File: config.mk
export PLATFORM = sky130hd
export DESIGN_NAME = integer_to_padded_ascii_core
export DESIGN_NICKNAME = d
export VERILOG_FILES = /design/src/itoa_pkg.sv /design/src/integer_to_padded_ascii_core.sv /design/src/itoa_front.sv /design/src/itoa_queue.sv /design/src/itoa_back.sv
export SDC_FILE = /design/constraint.sdc
export NUM_CORES = 1
export LEC_CHECK = 0
export BUFFER_PORTS_ARGS = -buffer_cell sky130_fd_sc_hd__clkbuf_2
export CORE_ASPECT_RATIO = 1.75
export CORE_MARGIN = 2
export CORE_UTILIZATION = 55
export DETAILED_ROUTE_END_ITERATION = 7
export PLACE_DENSITY = 0.72
export SYNTH_ARGS = -nofsm -noshare
export SYNTH_HDL_FRONTEND = slang
export SYNTH_SLANG_ARGS = --single-unit
File: constraint.sdc
create_clock -name clock -period 18.8 [get_ports clock]
set_input_delay 3.76 -clock clock [delete_from_list [all_inputs] [get_ports clock]]
set_output_delay 3.76 -clock clock [all_outputs]
set_load 0.1 [all_outputs]
File: src/itoa_pkg.sv
// Shared types, constants and helpers for the integer-to-ASCII formatter.
// No dependencies; imported by every module of the block.
`default_nettype none

package itoa_pkg;

   localparam int VALUE_W     = 64;
   localparam int PAD_W       = 7;
   localparam int DEC_DIGITS  = 20;
   localparam int BCD_W       = 4 * DEC_DIGITS;
   localparam int LEN_W       = $clog2(DEC_DIGITS + 1);
   localparam int BIT_CNT_W   = $clog2(VALUE_W);
   localparam int QUEUE_DEPTH = 2;

   localparam logic [PAD_W-1:0] MAX_WIDTH = 7'd64;

   localparam logic [7:0] CHAR_ZERO  = 8'h30;
   localparam logic [7:0] CHAR_UPPER = 8'h41;
   localparam logic [7:0] CHAR_LOWER = 8'h61;
   localparam logic [7:0] CHAR_MINUS = 8'h2D;
   localparam logic [7:0] CHAR_SPACE = 8'h20;

   typedef enum logic [1:0] {
      KIND_SDEC,
      KIND_UDEC,
      KIND_LHEX,
      KIND_UHEX
   } kind_type;

   // one classified item waiting for the back end
   typedef struct packed {
      logic [VALUE_W-1:0] mag;
      logic               negative;
      logic               hex;
      logic               upper;
      logic [PAD_W-1:0]   width;
      logic               zeros;
   } job_type;

   typedef struct packed {
      logic full;
      logic not_empty;
   } queue_status_type;

   typedef enum logic [2:0] {
      ST_IDLE,
      ST_CONVERT,
      ST_NORMALIZE,
      ST_PAD_SPACE,
      ST_SIGN,
      ST_PAD_ZERO,
      ST_DIGITS
   } back_state_type;

   function automatic logic [7:0] digit_char(input logic [3:0] d, input logic upper);
      logic [7:0] base_c;
      base_c = upper ? CHAR_UPPER : CHAR_LOWER;
      if (d < 4'd10) begin
         digit_char = CHAR_ZERO + {4'b0, d};
      end else begin
         digit_char = base_c + {4'b0, d} - 8'd10;
      end
   endfunction

endpackage

`default_nettype wire

File: src/integer_to_padded_ascii_core.sv
// Top level of the integer-to-ASCII formatter: front end, job queue, back end.
// Depends on itoa_pkg, itoa_front, itoa_queue and itoa_back.
//
//   channel  handshake            payload
//   -------  -------------------  -------------------------------------------
//   request  start / busy         req_type, req_value, req_wide_arg,
//                                 req_pad_width, req_zero_pad
//   result   rsp_valid (strobe)   rsp_out_char, rsp_last_char
//
// Cycles: an item is taken whenever start is high and busy is low; busy only
//   rises when the two-entry job queue is full.
// Back end per item: a load step, shift-and-add-3 over all 64 bits for
//   decimal (none for hex), up to 19 leading zeros stripped, then pad,
//   sign and digit characters one per cycle, with a bookkeeping step in the
//   normalize, pad and sign states (the sign state shows '-' when negative).
// Output: characters leave through one output register.
// Reset: synchronous, clears queue pointers, back-end state and the strobe.
// Stalls: the receiver cannot stall; each character shows for one cycle.
`default_nettype none

module integer_to_padded_ascii_core (
   input  wire                          clock,
   input  wire                          reset,
   input  wire                          start,
   output logic                         busy,
   input  wire  [1:0]                   req_type,
   input  wire  [itoa_pkg::VALUE_W-1:0] req_value,
   input  wire                          req_wide_arg,
   input  wire  [itoa_pkg::PAD_W-1:0]   req_pad_width,
   input  wire                          req_zero_pad,
   output logic                         rsp_valid,
   output logic [7:0]                   rsp_out_char,
   output logic                         rsp_last_char
);
   import itoa_pkg::*;

   job_type          front_job;
   job_type          queue_job;
   queue_status_type q_status;
   logic             push;
   logic             pop;

   // classify and push; busy mirrors a full queue
   itoa_front u_front (
      .start         (start),
      .queue_full    (q_status.full),
      .req_type      (req_type),
      .req_value     (req_value),
      .req_wide_arg  (req_wide_arg),
      .req_pad_width (req_pad_width),
      .req_zero_pad  (req_zero_pad),
      .push          (push),
      .job           (front_job)
   );

   itoa_queue u_queue (
      .clock  (clock),
      .reset  (reset),
      .push   (push),
      .wr_job (front_job),
      .pop    (pop),
      .rd_job (queue_job),
      .status (q_status)
   );

   // back end pops one job at a time and owns the result strobe
   itoa_back u_back (
      .clock         (clock),
      .reset         (reset),
      .q_status      (q_status),
      .job           (queue_job),
      .pop           (pop),
      .rsp_valid     (rsp_valid),
      .rsp_out_char  (rsp_out_char),
      .rsp_last_char (rsp_last_char)
   );

   assign busy = q_status.full;

endmodule

`default_nettype wire

File: src/itoa_front.sv
// Front end: narrows or sign-extends the argument, forms sign and magnitude,
// caps the width and pushes one job per accepted item. Uses itoa_pkg.
`default_nettype none

module itoa_front (
   input  wire                          start,
   input  wire                          queue_full,
   input  wire  [1:0]                   req_type,
   input  wire  [itoa_pkg::VALUE_W-1:0] req_value,
   input  wire                          req_wide_arg,
   input  wire  [itoa_pkg::PAD_W-1:0]   req_pad_width,
   input  wire                          req_zero_pad,
   output logic                         push,
   output itoa_pkg::job_type            job
);
   import itoa_pkg::*;

   kind_type           kind;
   logic [VALUE_W-1:0] arg;
   logic               neg;

   always_comb begin
      kind = kind_type'(req_type);
      if (req_wide_arg) begin
         arg = req_value;
      end else if (kind == KIND_SDEC) begin
         arg = {{(VALUE_W-32){req_value[31]}}, req_value[31:0]};
      end else begin
         arg = {{(VALUE_W-32){1'b0}}, req_value[31:0]};
      end
      neg = (kind == KIND_SDEC) && arg[VALUE_W-1];

      job.mag      = neg ? (~arg + {{(VALUE_W-1){1'b0}}, 1'b1}) : arg;
      job.negative = neg;
      job.hex      = (kind == KIND_LHEX) || (kind == KIND_UHEX);
      job.upper    = (kind == KIND_UHEX);
      job.width    = (req_pad_width > MAX_WIDTH) ? MAX_WIDTH : req_pad_width;
      job.zeros    = req_zero_pad;

      push = start && !queue_full;
   end

endmodule

`default_nettype wire

File: src/itoa_queue.sv
// Short job queue between front and back end.
// Depth from itoa_pkg::QUEUE_DEPTH; uses itoa_pkg job and status types.
`default_nettype none

module itoa_queue (
   input  wire                        clock,
   input  wire                        reset,
   input  wire                        push,
   input  itoa_pkg::job_type          wr_job,
   input  wire                        pop,
   output itoa_pkg::job_type          rd_job,
   output itoa_pkg::queue_status_type status
);
   import itoa_pkg::*;

   localparam int PTR_W = (QUEUE_DEPTH > 1) ? $clog2(QUEUE_DEPTH) : 1;
   localparam int CNT_W = $clog2(QUEUE_DEPTH + 1);
   localparam logic [PTR_W-1:0] LAST_PTR = PTR_W'(QUEUE_DEPTH - 1);
   localparam logic [CNT_W-1:0] FULL_CNT = CNT_W'(QUEUE_DEPTH);

   job_type          entry_ff [QUEUE_DEPTH];
   logic [PTR_W-1:0] wr_ptr_ff, wr_ptr_in;
   logic [PTR_W-1:0] rd_ptr_ff, rd_ptr_in;
   logic [CNT_W-1:0] count_ff, count_in;

   always_comb begin
      wr_ptr_in = wr_ptr_ff;
      rd_ptr_in = rd_ptr_ff;
      count_in  = count_ff;
      if (push) begin
         wr_ptr_in = (wr_ptr_ff == LAST_PTR) ? '0 : wr_ptr_ff + 1'b1;
      end
      if (pop) begin
         rd_ptr_in = (rd_ptr_ff == LAST_PTR) ? '0 : rd_ptr_ff + 1'b1;
      end
      case ({push, pop})
         2'b10:   count_in = count_ff + 1'b1;
         2'b01:   count_in = count_ff - 1'b1;
         default: count_in = count_ff;
      endcase
      status.full      = (count_ff == FULL_CNT);
      status.not_empty = (count_ff != '0);
      rd_job           = entry_ff[rd_ptr_ff];
   end

   always_ff @(posedge clock) begin
      if (reset) begin
         wr_ptr_ff <= '0;
         rd_ptr_ff <= '0;
         count_ff  <= '0;
      end else begin
         wr_ptr_ff <= wr_ptr_in;
         rd_ptr_ff <= rd_ptr_in;
         count_ff  <= count_in;
      end
   end

   always_ff @(posedge clock) begin
      if (push) begin
         entry_ff[wr_ptr_ff] <= wr_job;
      end
   end

endmodule

`default_nettype wire

File: src/itoa_back.sv
// Back end: shift-and-add-3 BCD (decimal only), leading-zero strip,
// emits pad, sign and digit characters one per cycle. Uses itoa_pkg.
`default_nettype none

module itoa_back (
   input  wire                        clock,
   input  wire                        reset,
   input  itoa_pkg::queue_status_type q_status,
   input  itoa_pkg::job_type          job,
   output logic                       pop,
   output logic                       rsp_valid,
   output logic [7:0]                 rsp_out_char,
   output logic                       rsp_last_char
);
   import itoa_pkg::*;

   localparam logic [LEN_W-1:0]     FULL_LEN = LEN_W'(DEC_DIGITS);
   localparam logic [BIT_CNT_W-1:0] LAST_BIT = BIT_CNT_W'(VALUE_W - 1);

   back_state_type       state_ff, state_in;
   logic [BCD_W-1:0]     bcd_ff, bcd_in;
   logic [VALUE_W-1:0]   mag_ff, mag_in;
   logic [BIT_CNT_W-1:0] bit_cnt_ff, bit_cnt_in;
   logic [LEN_W-1:0]     len_ff, len_in;
   logic [PAD_W-1:0]     pad_ff, pad_in;
   logic [PAD_W-1:0]     width_ff, width_in;
   logic                 neg_ff, neg_in;
   logic                 upper_ff, upper_in;
   logic                 zeros_ff, zeros_in;
   logic                 rsp_valid_ff, rsp_valid_in;
   logic [7:0]           rsp_char_ff, rsp_char_in;
   logic                 rsp_last_ff, rsp_last_in;

   logic [BCD_W-1:0]     bcd_adj;
   logic [PAD_W-1:0]     need;

   always_comb begin
      logic [3:0] nib;
      // add-3 correction on every BCD digit before the shift
      for (int i = 0; i < DEC_DIGITS; i++) begin
         nib = bcd_ff[4*i +: 4];
         bcd_adj[4*i +: 4] = (nib >= 4'd5) ? nib + 4'd3 : nib;
      end
      need = PAD_W'(len_ff) + PAD_W'(neg_ff);

      state_in     = state_ff;
      bcd_in       = bcd_ff;
      mag_in       = mag_ff;
      bit_cnt_in   = bit_cnt_ff;
      len_in       = len_ff;
      pad_in       = pad_ff;
      width_in     = width_ff;
      neg_in       = neg_ff;
      upper_in     = upper_ff;
      zeros_in     = zeros_ff;
      rsp_valid_in = 1'b0;
      rsp_char_in  = rsp_char_ff;
      rsp_last_in  = 1'b0;
      pop          = 1'b0;

      case (state_ff)
         ST_IDLE: begin
            if (q_status.not_empty) begin
               pop        = 1'b1;
               mag_in     = job.mag;
               width_in   = job.width;
               neg_in     = job.negative;
               upper_in   = job.upper;
               zeros_in   = job.zeros;
               len_in     = FULL_LEN;
               bit_cnt_in = '0;
               if (job.hex) begin
                  bcd_in   = {{(BCD_W-VALUE_W){1'b0}}, job.mag};
                  state_in = ST_NORMALIZE;
               end else begin
                  bcd_in   = '0;
                  state_in = ST_CONVERT;
               end
            end
         end
         ST_CONVERT: begin
            bcd_in     = {bcd_adj[BCD_W-2:0], mag_ff[VALUE_W-1]};
            mag_in     = {mag_ff[VALUE_W-2:0], 1'b0};
            bit_cnt_in = bit_cnt_ff + 1'b1;
            if (bit_cnt_ff == LAST_BIT) begin
               state_in = ST_NORMALIZE;
            end
         end
         ST_NORMALIZE: begin
            if ((len_ff > 1) && (bcd_ff[BCD_W-1 -: 4] == 4'd0)) begin
               bcd_in = {bcd_ff[BCD_W-5:0], 4'd0};
               len_in = len_ff - 1'b1;
            end else begin
               pad_in   = (width_ff > need) ? width_ff - need : '0;
               state_in = zeros_ff ? ST_SIGN : ST_PAD_SPACE;
            end
         end
         ST_PAD_SPACE: begin
            if (pad_ff != '0) begin
               rsp_valid_in = 1'b1;
               rsp_char_in  = CHAR_SPACE;
               pad_in       = pad_ff - 1'b1;
            end else begin
               state_in = ST_SIGN;
            end
         end
         ST_SIGN: begin
            if (neg_ff) begin
               rsp_valid_in = 1'b1;
               rsp_char_in  = CHAR_MINUS;
            end
            state_in = zeros_ff ? ST_PAD_ZERO : ST_DIGITS;
         end
         ST_PAD_ZERO: begin
            if (pad_ff != '0) begin
               rsp_valid_in = 1'b1;
               rsp_char_in  = CHAR_ZERO;
               pad_in       = pad_ff - 1'b1;
            end else begin
               state_in = ST_DIGITS;
            end
         end
         ST_DIGITS: begin
            rsp_valid_in = 1'b1;
            rsp_char_in  = digit_char(bcd_ff[BCD_W-1 -: 4], upper_ff);
            bcd_in       = {bcd_ff[BCD_W-5:0], 4'd0};
            len_in       = len_ff - 1'b1;
            if (len_ff == 1) begin
               rsp_last_in = 1'b1;
               state_in    = ST_IDLE;
            end
         end
         default: begin
            state_in = ST_IDLE;
         end
      endcase
   end

   always_ff @(posedge clock) begin
      if (reset) begin
         state_ff     <= ST_IDLE;
         rsp_valid_ff <= 1'b0;
         rsp_last_ff  <= 1'b0;
      end else begin
         state_ff     <= state_in;
         rsp_valid_ff <= rsp_valid_in;
         rsp_last_ff  <= rsp_last_in;
      end
   end

   always_ff @(posedge clock) begin
      bcd_ff      <= bcd_in;
      mag_ff      <= mag_in;
      bit_cnt_ff  <= bit_cnt_in;
      len_ff      <= len_in;
      pad_ff      <= pad_in;
      width_ff    <= width_in;
      neg_ff      <= neg_in;
      upper_ff    <= upper_in;
      zeros_ff    <= zeros_in;
      rsp_char_ff <= rsp_char_in;
   end

   assign rsp_valid     = rsp_valid_ff;
   assign rsp_out_char  = rsp_char_ff;
   assign rsp_last_char = rsp_last_ff;

   a_last_is_valid: assert property (@(posedge clock) disable iff (reset)
      rsp_last_ff |-> rsp_valid_ff)
      else $error("last flag without a character");

   a_final_digit_marks_last: assert property (@(posedge clock) disable iff (reset)
      (state_ff == ST_DIGITS && len_ff == 1) |=> rsp_last_ff)
      else $error("final digit not marked last");

   a_mid_item_not_idle: assert property (@(posedge clock) disable iff (reset)
      (rsp_valid_ff && !rsp_last_ff) |-> (state_ff != ST_IDLE))
      else $error("back end idle with characters still owed");

   a_done_returns_idle: assert property (@(posedge clock) disable iff (reset)
      rsp_last_ff |-> (state_ff == ST_IDLE))
      else $error("back end not idle after last character");

endmodule

`default_nettype wire
==> run_results.csv <==
group,metric,value,unit
sta,finalHoldViolations,0,
clocking,clk_latency,0.57,ns
power_and_ir_drop,power_density,163.0,nW/um2
clocking,tritoncts,"built",
clocking,cts.sink_count,339,
detailed_routing,drc_errors,0,
global_route,grt-ovfl-total,0,
final_layout,mostFrequentLayoutCell,"edfxtp_1",
power_and_ir_drop,pwr-share-seq,44.3,%
synthesis,synth_top_area_share,54.82,%
synthesis,syn_inst,1638,
power_and_ir_drop,p_int,0.002046,W
worst_setup_path,crit_path_max_fanout,68,
detailed_routing,ant_nets,0,
final_layout,mostFrequentLayoutCells,"edfxtp_1, a21oi_1, nor2_1",
synthesis,synth_top_family_by_area,"compound AO/OA/AOI/OAI gates",
clocking,clock_path_buffers,3,
worst_setup_path,worst-setup-path-type,"in -> reg",
placed_design,dp.cells,2061,
floorplan,row_count,87,
clocking,clockRootBuffer,"clkbuf_16",
synthesis,yosysWarnings,0,
synthesis,seq_area_frac_synth,55.93,%
sta,setup_viol,0,
floorplan,die_w,140.8,um
run,cap_viol_max_count,0,
clocking,path_clk_slew,0.07,ns
synthesis,synth-edff-count,329,
placed_design,gp_congestion,0.9557,
synthesis,ys.flop_type,"edfxtp_1",
final_layout,stdcell_count,2115,
worst_setup_path,setup.worst_path.end_class,"register",
placed_design,numPortBuffers,87,
worst_setup_path,cp_top_family,"compound AO/OA/AOI/OAI gates",
synthesis,syn_area_per_cell,11.00,um2
final_layout,fin_nets,1827,
clocking,cts_resized,0,
synthesis,synth_compound_area_share,15.46,%
clocking,cts_buffers,30,
floorplan,ios,89,
power_and_ir_drop,ir_drop,202.3,uV
synthesis,synthTopCellsByArea,"edfxtp_1, a21oi_1, ha_1, mux2i_1, nor2_1",
detailed_routing,drt_iter0_markers,1059,
final_layout,final_area,19880,um2
sta,fin_hold_ws,0.5295,ns
worst_setup_path,worstPathRequired,19.11,ns
synthesis,synthSimpleGateAreaFrac,12.70,%
worst_setup_path,critPathBufInv,3,
floorplan,die_h,243.5,um
detailed_routing,wl,40480,um
synthesis,synth_adder_area_share,3.929,%
sta,fin_skew,0.007806,ns
power_and_ir_drop,power.leakage,7.054,nW
power_and_ir_drop,netSwitchingPower,0.001194,W
power_and_ir_drop,p_sw_share,36.86,%
final_layout,drive_gt1_share,11.25,%
worst_setup_path,cp_cell_sequence,"clkbuf_2, buf_4, inv_1, or4b_2, a211oi_1, a2111oi_1, a311o_1",
synthesis,syn-cell-area,18020,um2
detailed_routing,viasPerCell,6.079,
synthesis,synth_seq_cells,339,
worst_setup_path,worstPathArrival,6.54,ns
sta,drv_slew,0,
global_route,grt_start_max_net_pins,88,
sta,rsz0062_at_grt,"false",
worst_hold_path,hp-class,"reg -> reg",
sta,setup_tns,0,ns
floorplan,die-area,34290,um2
final_layout,syn2layout_area_growth,10.33,%
floorplan,coreArea,32220,um2
sta,fin_crit_sh,33.14,%
placed_design,placed_cell_area,18820,um2
clocking,cts-hold-fix-buffers,0,
sta,slew_headroom,29.72,%
placed_design,dp_hpwl,28330,um
detailed_routing,post_drt_wl_per_cell,19.14,um
power_and_ir_drop,p_clk_share,20.3,%
detailed_routing,drt_first_pass_iters,5,
power_and_ir_drop,combPwrFrac,35.3,%
synthesis,synth_fp_nets,1772,
sta,period_needed,6.230,ns
floorplan,initial_core_util,55.93,%
clocking,post_cts_buffers,0,
worst_setup_path,max_stage_delay,0.72,ns
worst_setup_path,critPathLaunchType,"input port",
global_route,grt_pass1_wl,65030,um
synthesis,synthMuxAreaShare,4.297,%
worst_setup_path,crit_slowest_cell,"or4b_2",
run_status,run_status,"complete, no violations",
synthesis,synth_cell_types,79,
synthesis,async_reset_ff_share,0,%
synthesis,synth_top_cell_by_area,"edfxtp_1",
clocking,ctsHtreeMaxLevel,1,
synthesis,synthXorXnorAreaFrac,4.568,%
detailed_routing,vias,12858,
final_layout,antenna_cells,0,
global_route,grt_pass1_vias,12797,
sta,tightest_slew,1.054,ns
sta,max_freq,0.1605,GHz
final_layout,fill_cells,2621,
global_route,grtUsageTotal,23.50,%
global_route,antenna_found_initial,0,
[routing by layer]
layer	part of all wire (%)	GRT usage, %	wire length, um
met5	0	0	0
met1	39	28.08	15960
met3	3.8	1.985	1548
met4	3.9	9.529	1595
met2	53	43.37	21380
[state kept, by name, summed over array words and instances, names as in the netlist, 3 cells and up, named ones only]
name and flops:
u_back.rsp_out_char 7, u_back.bit_cnt_ff 6, u_back.pad_ff 7, u_back.state_ff 3
u_back.mag_ff 64, u_back.len_ff 5, u_queue.entry_ff 150, u_back.bcd_ff 80
u_back.width_ff 7
[cells by family (layout without fill, tap and decap cells)]
| kind of cell | count (synthesis) | in the layout |
|---|---|---|
| and+or+nand+nor | 470 | 470 |
| AOI/OAI and AO/OA | 457 | 457 |
| DFF | 339 | 339 |
| buffers and inverters | 145 | 222 |
| xor gates and xnor gates | 94 | 94 |
| muxes | 76 | 76 |
| adders and majority gates | 56 | 56 |
| other | 1 | 1 |
[cell type report]
| type | instances | area, um2 | area share [%] |
|---|---|---|---|
| well taps | 400 | 500.5 | 2.517 |
| inverters | 66 | 247.7 | 1.246 |
| multi-input cells | 1154 | 7443 | 37.43 |
| flip-flops and latches | 339 | 10080 | 50.71 |
| clock buffers | 31 | 775.7 | 3.901 |
| repair buffers | 102 | 548.0 | 2.756 |
| clock inverters | 23 | 285.3 | 1.435 |
[cells in the mapped netlist (5+ instances only)]
cell type	count
o221ai_1	31
mux2_2	11
nor2b_1	19
xor2_1	34
nor2_1	162
nand3_1	15
a22oi_1	12
nor3_1	33
o32a_1	12
and3_1	9
xnor2_1	60
nand2b_1	28
clkbuf_1	61
buf_1	15
mux2i_1	65
a31oi_1	13
a211oi_1	5
or3_1	8
inv_1	66
o31ai_1	13
dfxtp_1	10
o21ai_0	97
a21oi_1	210
nand4_1	5
edfxtp_1	329
nor3b_1	19
nand2_1	133
o22ai_1	13
ha_1	55
and2_1	6
[per-stage QoR]
stage	setup slack (ns)	power [W]	util, %
after floorplan	10.79	0.002290	-
after global placement	12.10	0.002544	58.42
after detailed placement	12.03	0.002593	58.42
after CTS	12.62	0.003258	61.71
after global routing	12.42	0.003451	61.71
final	12.57	0.003241	61.71
[path summary, 6_finish.rpt]
| kind | from | end | slack, ns | depth (start not counted) |
|---|---|---|---|---|
| worst min register to register | u_queue.rd_ptr_ff$_SDFFE_PP0P_ | register | 0.53 | 2 |
| worst min-delay path | u_queue.rd_ptr_ff$_SDFFE_PP0P_ | register | 0.53 | 2 |
| worst max-delay path | req_wide_arg | u_queue.entry_ff[0][69]$_DFFE_PP_ | 12.57 | 7 |
| worst max register to register | u_back.state_ff[1]$_SDFFE_PP0P_ | u_back.bcd_ff[76]$_SDFFCE_PP0P_ | 15.07 | 7 |
[power by group through the flow]
stage,logic (W),registers [W],clock network [W]
finish,0.00115,0.00144,0.000659
global route,0.00128,0.00147,0.000695
CTS,0.00115,0.00144,0.000670
detailed placement,0.00114,0.00145,0
global placement,0.00111,0.00144,0
floorplan,0.000869,0.00142,0
[worst min-delay path, stage by stage, from the launching register on]
cell and delay, ns:
dfxtp_1 0.33, xnor2_1 0.09, nor2_1 0.08
No activity file was read; power rests on OpenSTA's default activity.
